<file path="src/sv/psl_pkg.sv">
package psl_pkg;

    localparam int DEPTH = 256;
    localparam int IDX_W = $clog2(DEPTH);
    localparam int CNT_W = $clog2(DEPTH + 1);
    localparam int POS_W = 9;
    localparam int CMP_W = (CNT_W > POS_W) ? CNT_W : POS_W;
    localparam int DATA_W = 32;

    typedef enum logic [2:0] {
        OP_READ         = 3'd0,
        OP_INSERT_AT    = 3'd1,
        OP_DELETE_AT    = 3'd2,
        OP_INSERT_FRONT = 3'd3,
        OP_INSERT_REAR  = 3'd4,
        OP_DELETE_FRONT = 3'd5,
        OP_DELETE_REAR  = 3'd6
    } t_op;

    typedef enum logic [1:0] {
        ST_OK    = 2'd0,
        ST_RANGE = 2'd1,
        ST_FULL  = 2'd2,
        ST_EMPTY = 2'd3
    } t_status;

    // Shift command broadcast to every cell of the row.
    typedef struct packed {
        logic                     ins;
        logic                     del;
        logic [CMP_W-1:0]         at;
        logic signed [DATA_W-1:0] data;
    } t_shift;

endpackage

</file>
<file path="src/sv/psl_cell.sv">
module psl_cell (
    input  logic                              i_clk,
    input  logic [psl_pkg::CMP_W-1:0]         i_index,
    input  psl_pkg::t_shift                   i_shift,
    input  logic [psl_pkg::CMP_W-1:0]         i_rd_pos,
    input  logic signed [psl_pkg::DATA_W-1:0] i_lower_elem,
    input  logic signed [psl_pkg::DATA_W-1:0] i_upper_elem,
    input  logic signed [psl_pkg::DATA_W-1:0] i_upper_rd,
    output logic signed [psl_pkg::DATA_W-1:0] o_elem,
    output logic signed [psl_pkg::DATA_W-1:0] o_rd
);
    import psl_pkg::*;

    logic signed [DATA_W-1:0] r_elem;
    logic signed [DATA_W-1:0] n_elem;
    logic signed [DATA_W-1:0] r_rd;
    logic signed [DATA_W-1:0] n_rd;

    always_comb begin
        n_elem = r_elem;
        if (i_shift.ins) begin
            if (i_index > i_shift.at) begin
                n_elem = i_lower_elem;
            end else if (i_index == i_shift.at) begin
                n_elem = i_shift.data;
            end
        end else if (i_shift.del) begin
            if (i_index >= i_shift.at) begin
                n_elem = i_upper_elem;
            end
        end
    end

    // The read word walks one cell toward the front in every cycle.
    assign n_rd = (i_index == i_rd_pos) ? r_elem : i_upper_rd;

    always_ff @(posedge i_clk) begin
        r_elem <= n_elem;
        r_rd   <= n_rd;
    end

    assign o_elem = r_elem;
    assign o_rd   = r_rd;

endmodule

</file>
<file path="config.mk">
export PLATFORM = sky130hd
export DESIGN_NAME = psl_cell
export DESIGN_NICKNAME = d
export VERILOG_FILES = /design/src/sv/psl_pkg.sv /design/src/sv/psl_cell.sv
export SDC_FILE = /design/constraint.sdc
export NUM_CORES = 1
export LEC_CHECK = 0
export BUFFER_PORTS_ARGS = -buffer_cell sky130_fd_sc_hd__buf_2
export CAP_MARGIN = 20
export CELL_PAD_IN_SITES_DETAIL_PLACEMENT = 0
export CELL_PAD_IN_SITES_GLOBAL_PLACEMENT = 1
export CORE_MARGIN = 8
export CORE_UTILIZATION = 31
export DETAILED_ROUTE_END_ITERATION = 7
export PLACE_DENSITY_LB_ADDON = 0.1
export SYNTH_ARGS = -nofsm -noshare
export SYNTH_HDL_FRONTEND = slang
export SYNTH_SLANG_ARGS = --single-unit
</file>
<file path="constraint.sdc">
create_clock -name i_clk -period 3.8 [get_ports i_clk]
set_input_delay 0.19 -clock i_clk [delete_from_list [all_inputs] [get_ports i_clk]]
set_output_delay 0.19 -clock i_clk [all_outputs]
set_load 0.1 [all_outputs]
</file>
Word level (Yosys, flattened, before mapping)
Index checks and enable logic that the tools add are counted.
Widths: inputs -> output; s select.
{"block": "totals", "elab_cells": 16, "ff_bits": 64, "output_inout_bits": 64}
{"block": "classes", "eq_ne": 3, "n_lt_le_gt_ge": 2, "n_reduce_logical": 3, "mux": 6}
{"cell": "$mux 32", "n": 6}
{"cell": "$eq 9x9->1", "n": 2}
{"cell": "$ge 9x9->1", "n": 1}
{"cell": "$gt 9x9->1", "n": 1}
{"cell": "$reduce_bool 2->1", "n": 2}
{"cell": "$ne 3x1->1 const B", "n": 1}
{"cell": "$reduce_and 3->1", "n": 1}

Depth between registers and ports, before layout
{"block": "depth", "ltp_word": 4, "depth_mapped": 9, "depth_no_buf": 7}

Least setup slack after synthesis
Ideal clock, no wire load.
{"block": "synth_timing", "path_kind": "input to register", "startpoint": "in i_shift[40] (netlist bit)", "endpoint": "reg r_elem[0], in the netlist o_elem[0], enable pin", "arrival_ns": 3.004, "stages": 6, "slack_ns": 0.355, "t_required_ns": 3.359, "cell_sequence": "inv_1 ha_1 nand4_1 o221a_2 clkbuf_1 a31oi_1"}
{"block": "synth_via", "elab_chain_len": 3, "word_cells_on_any_way": 6, "cone_classes": "order compare (2); eq/ne (2); reduce/logical (2)"}
{"item": "from (decl)", "line_no": "psl_cell.sv:4", "rtl": "input psl_pkg::t_shift i_shift,"}
{"item": "$gt 9x9->1, or another cell as far along", "line_no": "psl_cell.sv:22", "rtl": "if (i_index > i_shift.at) begin"}
{"item": "$ne 3x1->1 (no line) or $reduce_bool 2->1 (tied branches)"}
{"item": "$reduce_and 3->1 (no line) *"}
{"item": "to (signal assigned)", "line_no": "psl_cell.sv:38", "rtl": "r_elem <= n_elem;"}
{"item": "to (decl)", "line_no": "psl_cell.sv:14", "rtl": "logic signed [DATA_W-1:0] r_elem;"}
Mark *: on every way between the ends. The rest lies on a longest branch, timed or not.
A chain may end at the register's enable or synchronous reset.

Final worst setup path
{"block": "layout_timing", "startpoint": "in i_index[8] (netlist bit)", "endpoint": "reg r_elem[20], in the netlist o_elem[20] (data pin)"}
{"block": "layout_via", "elab_chain_len": 3}
{"item": "from (decl)", "line_no": "psl_cell.sv:3", "rtl": "input logic [psl_pkg::CMP_W-1:0] i_index,"}
{"item": "$gt 9x9->1", "line_no": "psl_cell.sv:22"}
{"item": "$mux 32", "line_no": "psl_cell.sv:22"}
{"item": "$mux 32", "line_no": "psl_cell.sv:21", "rtl": "if (i_shift.ins) begin"}
{"item": "net n_elem[20]", "line_no": "psl_cell.sv:15", "rtl": "logic signed [DATA_W-1:0] n_elem;"}
The timed path passes the listed nets, and every way through them passes these cells.

==> flow_summary.json <==
{
  "outcome": "finished clean",
  "ir_drop_mv": 0.349,
  "cts_tree": "built",
  "synth_warnings": 0,
  "dp_slack_ps": 1120,
  "grt_pass1_wl_mm": 19.0,
  "hp-start": "i_upper_rd[28]",
  "worst-path-max-fanout": 17,
  "final_nets": 711,
  "critical_path_class": "input port to flop",
  "rows": 39,
  "holdBufCountCts": 0,
  "viasPerCell": 5.16,
  "ys_types": 27,
  "wirelength_mm": 12.8,
  "h-tree-depth": 3,
  "regArea_mm2": 0.00160,
  "clock-root-buffer": "clkbuf_16",
  "drc_errors": 0,
  "ys_seq_area_frac": 0.446,
  "reg2reg_from": "o_elem[29]$_DFFE_PP_",
  "drtIter0Drc": 137,
  "num_antenna_cells": 0,
  "fmax_ghz": 0.439,
  "multi_input_area_mm2": 0.00181,
  "antenna_found_initial": 0,
  "start_util": 0.316,
  "finalSetupTns_ps": 0,
  "fp.coreArea_mm2": 0.0114,
  "fin_crit_ps": 2280,
  "die_h_um": 124,
  "ant_nets": 0,
  "final_cell_mix": "220 x buf_2, 35 x nand4_1, 33 x nor2b_1, 33 x nand3_1",
  "whs_endpoint": "o_rd[28]$_DFF_P_",
  "layout_commonest_cell": "buf_2",
  "fin_skew_ps": 4.56,
  "overflow": 0,
  "io_pins": 222,
  "syn_area_per_cell_um2": 10.6,
  "hold_class": "input port to flop",
  "finalSetupViolCount": 0,
  "setup.worst_path.start_class": "input port",
  "critPathRequiredTime_ps": 3990,
  "syn2layout_area_growth_pct": 42.2,
  "power_density_mw_per_mm2": 507,
  "reg2regPathDepth": 1,
  "startpoint": "i_index[8]",
  "syn_area_mm2": 0.00359,
  "grtUsageTotal": 0.162,
  "grt_pass1_vias": 3718,
  "r2r_end": "o_rd[29]$_DFF_P_",
  "dp_hpwl_mm": 9.49,
  "worst_pin_slew_ps": 1070,
  "post_cts_resized": 0,
  "slew-limit-headroom": 0.284,
  "cts_buffer_depth": 2,
  "fillers": 1132,
  "r2r_setup_slack_ps": 2980,
  "clk_latency_ps": 330,
  "dieWidth_um": 124,
  "slew_violations": 0,
  "vias": 3563,
  "port_buffers": 221,
  "first_pass_iters": 4,
  "syn_inst": 339,
  "hold_viol_final": 0,
  "wl_per_cell_um": 18.5,
  "setup_slack_ps": 1520,
  "post_cts_buffers": 0,
  "drv_cap": 0,
  "worst-endpoint-arrival_ps": 2470,
  "grt_max_degree": 74,
  "cts_made_buffers": 9,
  "clock_sinks": 64,
  "drive_gt1_frac": 0.515,
  "whs_path_depth": 2,
  "gp_congestion": 0.777,
  "period_share": 0.600,
  "syn_nets": 506,
  "clk_pin_slew_ps": 60,
  "rsz0062_at_grt": "false",
  "yosys_register_bits": 64,
  "endpoint_kind": "flop",
  "die-area_mm2": 0.0153,
  "p_leak_nw": 2.25
}
[critical path, stage by stage]
cell and delay, ps:
buf_2 110, ha_1 310, nand4_1 190, nor2_1 340, and4_1 720, buf_4 360, a31oi_1 120, nand3_1 120
[logic make-up after synthesis]
family | Yosys count | share of synthesized area
buffers and inverters | 45 | 0.0614
and+or+nand+nor | 107 | 0.177
DFF | 64 | 0.446
muxes | 32 | 0.111
adders and majority gates | 9 | 0.0314
xor gates and xnor gates | 9 | 0.0220
AOI/OAI and AO/OA | 73 | 0.151
[layout make-up]
cell class	count	area share
Multi-Input combinational cell	230	0.355
Sequential cell	64	0.314
Timing Repair Buffer	230	0.231
Clock buffer	13	0.0571
Tap cell	143	0.0351
Inverter	9	0.00662
Clock inverter	2	0.00196
[flip-flops by register name (all words and copies together) (netlist names)]
name,count
o_elem,32
o_rd,32
[metal layers]
metal,wire length (µm),up-vias,global-route usage
met5,0,-,0
met1,5220,1650,0.188
met4,154,0,0.0579
met3,1200,14,0.0526
li1,-,1750,-
met2,6230,149,0.274
[worst max-delay path by stage]
stage                           endpoint  slack (ps)  cells past startpoint
finish              o_elem[20]$_DFFE_PP_        1520                      8
global placement    o_elem[29]$_DFFE_PP_        1160                      8
floorplan            o_elem[0]$_DFFE_PP_         360                      6
detailed placement  o_elem[27]$_DFFE_PP_        1120                      8
global route        o_elem[23]$_DFFE_PP_        1360                      8
CTS                 o_elem[20]$_DFFE_PP_        1490                      8
[cell usage after synthesis]
cell	count	share of area
nand4_1	35	0.061
a31oi_1	33	0.058
nand3_1	33	0.046
nor2b_1	33	0.058
dfxtp_1	32	0.18
edfxtp_1	32	0.27
o2111ai_1	32	0.078
mux2_2	22	0.069
buf_2	14	0.020
clkbuf_1	13	0.014
mux2_4	10	0.042
ha_1	9	0.031
inv_1	9	0.0094
xnor2_1	7	0.017
a21oi_1	3	0.0042
buf_1	3	0.0031
buf_4	3	0.0063
buf_6	3	0.0094
nand2_1	2	0.0021
nor2_1	2	0.0021
o21a_1	2	0.0042
xor2_1	2	0.0049
and4_1	1	0.0024
nor4_4	1	0.0059
o21ai_1	1	0.0014
o221a_2	1	0.0031
o221ai_1	1	0.0024
[through the flow]
stage / std cells / utilization / hold slack (ps) / power [mW] / instance area (µm²)
final: 691 / 0.449 / 83.0 / 2.59 / 5100
after global routing: 691 / 0.449 / 72.3 / 2.68 / 5100
after CTS: 691 / 0.449 / 70.3 / 2.62 / 5100
after detailed placement: 676 / 0.422 / 419 / 1.78 / 4800
after global placement: 676 / 0.422 / 416 / 1.78 / 4800
after floorplan: 339 / - / 333 / 1.57 / 3590
[power breakdown]
| group | leakage [nW] | total (mW) | internal, mW | switching [mW] |
|---|---|---|---|---|
| Combinational | 1.53 | 0.907 | 0.188 | 0.719 |
| Clock | 0.153 | 0.826 | 0.529 | 0.297 |
| Sequential | 0.568 | 0.854 | 0.818 | 0.0359 |
Note: power is estimated with default switching activity, not from simulation.
